**config.mk**
```make
export PLATFORM = sky130hd
export DESIGN_NAME = fpa_mul
export DESIGN_NICKNAME = d
export VERILOG_FILES = /design/src/rtl/fpa_clamp.sv /design/src/rtl/fpa_mul.sv
export SDC_FILE = /design/constraint.sdc
export NUM_CORES = 2
export LEC_CHECK = 0
export BUFFER_PORTS_ARGS = -buffer_cell sky130_fd_sc_hd__buf_4
export CAP_MARGIN = 25
export CORE_ASPECT_RATIO = 1.4
export CORE_MARGIN = 2
export CORE_UTILIZATION = 30
export DETAILED_ROUTE_END_ITERATION = 8
export GPL_TIMING_DRIVEN = 1
export PLACE_DENSITY_LB_ADDON = 0.15
export SLEW_MARGIN = 30
export SYNTH_ARGS = -nofsm -noshare
export SYNTH_HDL_FRONTEND = slang
export SYNTH_SLANG_ARGS = --single-unit
```
**constraint.sdc**
```tcl
create_clock -name clk -period 5.9 [get_ports clk]
set_input_delay 0.59 -clock clk [delete_from_list [all_inputs] [get_ports clk]]
set_output_delay 0.59 -clock clk [all_outputs]
set_load 0.005 [all_outputs]
```
**src/rtl/fpa_clamp.sv**
```systemverilog
`default_nettype none

module fpa_clamp #(
  parameter int DATA_WIDTH = 32,
  parameter int MAG_WIDTH  = 41
) (
  input  wire logic                  clk,
  input  wire logic                  neg,
  input  wire logic [MAG_WIDTH-1:0]  mag,
  output logic      [DATA_WIDTH-1:0] value,
  output logic                       sat
);

  // Largest positive magnitude and largest negative magnitude.
  localparam logic [MAG_WIDTH-1:0] POS_LIMIT =
    {{(MAG_WIDTH-DATA_WIDTH+1){1'b0}}, {(DATA_WIDTH-1){1'b1}}};
  localparam logic [MAG_WIDTH-1:0] NEG_LIMIT = POS_LIMIT + MAG_WIDTH'(1);

  logic [MAG_WIDTH-1:0]  limit;
  logic                  over;
  logic [DATA_WIDTH-1:0] clipped;

  // Clamp the magnitude to the range of the result's sign.
  always_comb begin
    limit   = neg ? NEG_LIMIT : POS_LIMIT;
    over    = mag > limit;
    clipped = over ? limit[DATA_WIDTH-1:0] : mag[DATA_WIDTH-1:0];
  end

  // Apply the sign and register the result.
  always_ff @(posedge clk) begin
    value <= neg ? (~clipped + 1'b1) : clipped;
    sat   <= over;
  end

endmodule

`default_nettype wire

```
**src/rtl/fpa_mul.sv**
```systemverilog
`default_nettype none

module fpa_mul #(
  parameter int DATA_WIDTH  = 32,
  parameter int FRAC_BITS   = 8,
  parameter int TAIL_STAGES = 18
) (
  input  wire logic                  clk,
  input  wire logic [DATA_WIDTH-1:0] mag_a,
  input  wire logic [DATA_WIDTH-1:0] mag_b,
  input  wire logic                  neg,
  output logic      [DATA_WIDTH-1:0] value,
  output logic                       sat
);

  localparam int HALF   = (DATA_WIDTH + 1) / 2;
  localparam int PP_W   = 2 * HALF;
  localparam int SUM_W  = 4 * HALF;
  localparam int PROD_W = 2 * DATA_WIDTH;
  localparam int QM_W   = PROD_W - FRAC_BITS + 1;

  logic [DATA_WIDTH-1:0] ma;
  logic [DATA_WIDTH-1:0] mb;
  logic                  neg_a;
  logic [HALF-1:0]       a_lo, a_hi, b_lo, b_hi;
  logic [PP_W-1:0]       p00, p01, p10, p11;
  logic                  neg_b;
  logic [SUM_W-1:0]      full_sum;
  logic [PROD_W-1:0]     prod;
  logic                  neg_c;
  logic [QM_W-1:0]       qround;
  logic                  neg_d;
  logic [DATA_WIDTH-1:0] clamp_value;
  logic                  clamp_sat;
  logic [DATA_WIDTH-1:0] tail_value [TAIL_STAGES];
  logic                  tail_sat   [TAIL_STAGES];

  // Operand capture.
  always_ff @(posedge clk) begin
    ma    <= mag_a;
    mb    <= mag_b;
    neg_a <= neg;
  end

  // Split each magnitude into two halves for four narrow products.
  always_comb begin
    a_lo = ma[HALF-1:0];
    a_hi = HALF'(ma[DATA_WIDTH-1:HALF]);
    b_lo = mb[HALF-1:0];
    b_hi = HALF'(mb[DATA_WIDTH-1:HALF]);
  end

  // Partial products.
  always_ff @(posedge clk) begin
    p00   <= a_lo * b_lo;
    p01   <= a_lo * b_hi;
    p10   <= a_hi * b_lo;
    p11   <= a_hi * b_hi;
    neg_b <= neg_a;
  end

  // Combine the partial products into the full product.
  always_comb begin
    full_sum = {p11, p00} + (SUM_W'(p01) << HALF) + (SUM_W'(p10) << HALF);
  end

  always_ff @(posedge clk) begin
    prod  <= full_sum[PROD_W-1:0];
    neg_c <= neg_b;
  end

  // Drop the fraction bits, rounding half away from zero on the magnitude.
  always_ff @(posedge clk) begin
    qround <= QM_W'(prod[PROD_W-1:FRAC_BITS]) + QM_W'(prod[FRAC_BITS-1]);
    neg_d  <= neg_c;
  end

  fpa_clamp #(
    .DATA_WIDTH (DATA_WIDTH),
    .MAG_WIDTH  (QM_W)
  ) u_clamp (
    .clk   (clk),
    .neg   (neg_d),
    .mag   (qround),
    .value (clamp_value),
    .sat   (clamp_sat)
  );

  // Delay line that lines the product up with the divider's output.
  always_ff @(posedge clk) begin
    tail_value[0] <= clamp_value;
    tail_sat[0]   <= clamp_sat;
    for (int i = 1; i < TAIL_STAGES; i++) begin
      tail_value[i] <= tail_value[i-1];
      tail_sat[i]   <= tail_sat[i-1];
    end
  end

  assign value = tail_value[TAIL_STAGES-1];
  assign sat   = tail_sat[TAIL_STAGES-1];

endmodule

`default_nettype wire

```
### After elaboration in Yosys (flattened, before gate mapping)

Memories as Yosys holds them, arrays and structs flattened.
Index checks and enable logic that the tools add are counted.

| word-level totals | value |
|---|---|
| bits in registers | 350 |
| memory bits (writable) | 594 |
| input port bits | 66 |
| output and inout port bits | 33 |
| logic and storage cells | 29 |
| memories kept | 2 |

Memories:

| name | depth | width | rd ports | clocked after memory_dff | write ports | line | RTL |
|---|---|---|---|---|---|---|---|
| tail_value | 18 | 32 | 18 | 0 | 18 | fpa_mul.sv:35 | `logic [DATA_WIDTH-1:0] tail_value [TAIL_STAGES];` |
| tail_sat | 18 | 1 | 18 | 0 | 18 | fpa_mul.sv:36 | `logic tail_sat [TAIL_STAGES];` |

| cells by class | value |
|---|---|
| add/subtract/negate cells | 4 |
| multipliers | 4 |
| $lt $le $gt $ge | 1 |
| muxes and demuxes | 3 |
| bitwise gates (word level) | 1 |

Operators by type and width:

| operator | number |
|---|---|
| $add A64 B48 Y64 | 2 |
| $mul A16 B16 Y32 | 4 |
| $mux W32 | 3 |
| $add A56 B1 Y57 | 1 |
| $gt A57 B57 Y1 | 1 |
| $add A32 B1 Y32 const B | 1 |
| $not A32 Y32 | 1 |

### Logic depth before layout (Yosys ltp)

| depth | value |
|---|---|
| depth after elaboration | 6 |
| gate-level depth with buffers | 25 |
| mapped depth without buffers | 24 |

### Hierarchy

A second synthesis with hierarchy kept.

| unflattened totals | value |
|---|---|
| cell total of the unflattened synthesis | 5603 |
| area, all modules | 57739.1 um^2 |

By module, submodules not included:

| module | times used | cells an instance | area an instance (um^2) |
|---|---|---|---|
| fpa_mul | 1 | 5262 | 55084.1 |
| fpa_clamp | 1 | 341 | 2655.0 |

### Least setup slack after synthesis

OpenSTA, ideal clock, no wires.

| path | value |
|---|---|
| path kind | register to register |
| from | register ma[21] |
| to | register p10[30] |
| library setup time | 0.072 ns |
| data arrival time | 6.234 ns |
| data required time | 5.828 ns |
| path slack | -0.406 ns |
| stages on the path, launching flop included | 26 |
| path through | dfxtp_1 > clkbuf_1 > and2_1 > fa_1 > inv_1 > fa_1 > inv_1 > fa_1 > inv_1 > fa_1 > inv_1 > fa_1 > inv_1 > fa_1 > inv_1 > ha_1 > a21o_1 > a21o_1 > a221o_1 > o21ai_1 > nor2_1 > o211a_1 > o41ai_2 > o2111ai_1 > a21oi_1 > xnor2_1 |

| between the ends | value |
|---|---|
| cells in the longest elaborated chain, start to end | 1 |

Ends and longest elaborated chain:

| item | line | RTL |
|---|---|---|
| start, declared | fpa_mul.sv:22 | `logic [DATA_WIDTH-1:0] ma;` |
| start signal, assigned | fpa_mul.sv:40 | `ma <= mag_a;` |
| $mul A16 B16 Y32 | fpa_mul.sv:57 | `p10 <= a_hi * b_lo;` |
| end signal, assigned | fpa_mul.sv:57 |  |
| end, declared | fpa_mul.sv:26 | `logic [PP_W-1:0] p00, p01, p10, p11;` |

No other way between the ends.

### Worst setup path after layout

| path | value |
|---|---|
| from | register ma[22] |
| to | register p11[31] |

| between the ends | value |
|---|---|
| cells in the longest elaborated chain, start to end | 1 |

Ends and longest elaborated chain:

| item | line | RTL |
|---|---|---|
| $mul A16 B16 Y32 | fpa_mul.sv:58 | `p11 <= a_hi * b_hi;` |
| end signal, assigned | fpa_mul.sv:58 |  |
| end, declared | fpa_mul.sv:26 |  |

No other way between the ends.

==> impl_metrics.env <==
export IMPL_status="finished, violations left"
export IMPL_violations="setup timing"
export IMPL_areaGrowthSynthToFinish_pct=23.9
export IMPL_hold_start="mag_b[16]"
export IMPL_rsz0062_at_grt="yes"
export IMPL_setup_tns_final_ns=-2.38
export IMPL_drive_gt1_share_pct=17.4
export IMPL_start_util_pct=30.3
export IMPL_grt_use_total_pct=16.1
export IMPL_drv_cap=0
export IMPL_drc=0
export IMPL_yosys_register_bits=930
export IMPL_synth_ff_type="dfxtp_1"
export IMPL_htreeDepth=3
export IMPL_crit_chain="buf_6 -> and2_1 -> fa_1 -> inv_1 -> fa_1 -> fa_1 -> fa_1 -> inv_1 -> fa_1 -> inv_1 -> fa_1 -> inv_2 -> ha_4 -> a21o_1 -> a21oi_2 -> nor2b_1 -> or2_4 -> o311ai_4 -> a21oi_2 -> or4b_4 -> a31o_2 -> a21oi_2 -> xnor2_1"
export IMPL_cpMostUsedCell="fa_1"
export IMPL_rows=189
export IMPL_cp_buffers_inverters=5
export IMPL_setup_slack_ns=-0.267
export IMPL_crit_fanout=12
export IMPL_hold_path_class="input port to flop"
export IMPL_reg2reg_depth=23
export IMPL_place_gp_congestion=0.837
export IMPL_numCtsBuffers=93
export IMPL_ios=99
export IMPL_synth_yosys_warnings=0
export IMPL_root_buffer="clkbuf_16"
export IMPL_fin_crit_sh_pct=105
export IMPL_ys_types=76
export IMPL_dieArea_um2=195000
export IMPL_setup_viol=26
export IMPL_clk_latency_ns=0.74
export IMPL_r2r_end="p11[31]"
export IMPL_crit_arrival_ns=6.83
export IMPL_criticalPathCategory="flop to flop"
export IMPL_cts_sinks=930
export IMPL_nets=7513
export IMPL_clock_fmax_mhz=162
export IMPL_wl_per_cell_um=17.6
export IMPL_clk_pin_slew_ns=0.06
export IMPL_grt_pass1_vias=42600
export IMPL_route_met2_wl_um=83100
export IMPL_crit_family="adder cells"
export IMPL_critPathLaunchType="flop"
export IMPL_antenna_found_initial=13
export IMPL_worst_pin_slew_ns=0.917
export IMPL_place_area_um2=65400
export IMPL_hold_depth=1
export IMPL_viasPerCell=4.43
export IMPL_cp_required_ns=6.57
export IMPL_first_iter_violations=1377
export IMPL_ys_seq_area_share_pct=32.4
export IMPL_postLayoutCellArea_um2=71100
export IMPL_die_h_um=521
export IMPL_min_period_ns=6.17
export IMPL_core_area_um2=190000
export IMPL_clockBufferDepth=3
export IMPL_pre_cts_slack_ns=-0.600
export IMPL_crit_path_start="ma[22]"
export IMPL_grt_pass1_wl_um=241000
export IMPL_syn_area_um2=57400
export IMPL_grt_max_degree=37
export IMPL_crit_path_top_delay_cell="fa_1"
export IMPL_relSlewSlack_pct=38.6
export IMPL_num_vias=38600
export IMPL_min_to="mb[16]"
export IMPL_syn_num_nets=6894
export IMPL_syn_area_per_cell_um2=10.4
export IMPL_io_buffers=98
export IMPL_drv_slew=0
export IMPL_antenna_left=0
export IMPL_synth_cells=5540
export IMPL_cts_tree="yes"
export IMPL_postRouteWirelength_um=154000
export IMPL_wl_met1_um=56100
export IMPL_hold_viol_final=0
export IMPL_max_stage_delay_ns=0.55
export IMPL_endpoint_kind="flop"
export IMPL_clock_skew_ns=0.0657
export IMPL_topRoutingLayerUsed="met5"
export IMPL_place_hpwl_um=125000
export IMPL_async_flop_share_pct=0
export IMPL_wl_met3_um=4770
export IMPL_rr_startpoint="ma[22]"
export IMPL_reg2reg_slack_ns=-0.27
export IMPL_synth_edf_count=0
export IMPL_firstDrtPassIters=5
export IMPL_die_x_um=374
export IMPL_grt_overflow=0
-- metrics by stage --
step,utilization (%),instances,hold WS (ns)
final,37.5,8718,0.0778
after CTS,37.0,8686,0.00122
after global placement,34.5,8426,0.310
after floorplan,-,5540,0.310
after detailed placement,34.5,8426,0.312
after global routing,37.5,8717,0.0444
-- logic make-up (layout without fill, tap and decap cells) --
family          count (synthesis)  in the layout  share of synthesized area, %
compound gates                443            443                          4.90
xor+xnor                      197            197                          3.01
fa+ha+maj                    1288           1288                          38.7
buf+inv                      1155           1847                          7.57
flops                         930            930                          32.4
mux                             8              8                         0.140
other cells                     0              3                             0
simple gates                 1519           1519                          13.3
-- how the worst max path moves through the flow --
stage | slack, ns | endpoint | depth (start not counted)
2_1_floorplan | -0.01 | p10[30] | 23
3_3_place_gp | -0.62 | p11[31] | 23
3_5_place_dp | -0.60 | p00[31] | 24
4_1_cts | -0.26 | p11[30] | 22
5_1_grt | -0.49 | p11[31] | 23
6_report | -0.27 | p11[31] | 23
-- cell type report --
type / count / area [um^2]
Inverter: 938 / 3520
Clock inverter: 41 / 587
Antenna cell: 3 / 7.51
Sequential cell: 930 / 18700
Tap cell: 2483 / 3110
Timing Repair Buffer: 741 / 7080
Fill cell: 19100 / 119000
Clock buffer: 127 / 2620
Multi-Input combinational cell: 3455 / 35500
-- synth_stat cells (6+ instances only) --
cell type    n  area share, %
nor4_1      19           0.21
nand4_1     20           0.22
a211oi_1    17           0.22
xnor2_1    144            2.2
mux2i_1      8           0.14
and2_1     496            5.4
dfxtp_1    930             32
nor3_1      43           0.38
o31ai_1     12           0.16
nand2_1    637            4.2
o21ai_0     79           0.69
nand2b_1    27           0.29
nand3_1     56           0.49
a31oi_1     18           0.20
a211o_1      6          0.092
o21bai_1    12           0.16
a21oi_1    152            1.3
ha_1       480             10
or3_1        9          0.098
nor2_1     111           0.73
clkbuf_1   211            1.4
and4_1       9           0.14
xor2_1      53           0.81
inv_1      938            6.1
a21o_1      61           0.80
o211ai_1     9           0.12
and3_1      32           0.35
fa_1       808             28
o21a_1      26           0.34
nor2b_1     26           0.28
-- cells in the final DEF, fill, tap and decap left out, drive strengths merged, types with 6 or more instances in the layout --
| cell | synthesis | final |
|---|---|---|
| a211o | 6 | 6 |
| a211oi | 17 | 17 |
| a21o | 61 | 61 |
| a21oi | 152 | 152 |
| a31oi | 18 | 18 |
| and2 | 497 | 497 |
| and3 | 32 | 32 |
| and4 | 9 | 9 |
| buf | 6 | 674 |
| bufinv | 0 | 8 |
| clkbuf | 211 | 130 |
| clkinv | 0 | 22 |
| dfxtp | 930 | 930 |
| dlygate4sd3 | 0 | 63 |
| fa | 808 | 808 |
| ha | 480 | 480 |
| inv | 938 | 944 |
| mux2i | 8 | 8 |
| nand2 | 638 | 638 |
| nand2b | 27 | 27 |
| nand3 | 57 | 57 |
| nand4 | 20 | 20 |
| nor2 | 112 | 112 |
| nor2b | 26 | 26 |
| nor3 | 44 | 44 |
| nor4 | 21 | 21 |
| o211ai | 9 | 9 |
| o21a | 26 | 26 |
| o21ai | 81 | 81 |
| o21bai | 12 | 12 |
| o31ai | 13 | 13 |
| or3 | 11 | 11 |
| xnor2 | 144 | 144 |
| xor2 | 53 | 53 |
-- sequential cells by signal, indices dropped and copies added (netlist names), 32 cells and up --
| name | count |
|---|---|
| tail_value | 576 |
| u_clamp.value | 32 |
| prod | 57 |
| mb | 32 |
| ma | 32 |
| p10 | 32 |
| p01 | 32 |
| p11 | 32 |
| qround | 57 |
-- metal layers --
metal | vias up | global-route usage (%)
li1 | 18200 | -
met1 | 19400 | 16.5
met5 | - | 0
met3 | 305 | 1.84
met2 | 636 | 31.4
met4 | 4 | 9.20
-- timing repair --
action,4_1_cts,5_1_grt
pin swaps,92,107
hold buffers,63,0
cloned,4,3
resized for setup,154,166
setup buffers,25,31
setup endpoints to repair,50,47
hold endpoints to repair,63,0
Power is not shown: default switching activity piles up to over one toggle a cycle in this logic, so the estimate is an artifact.
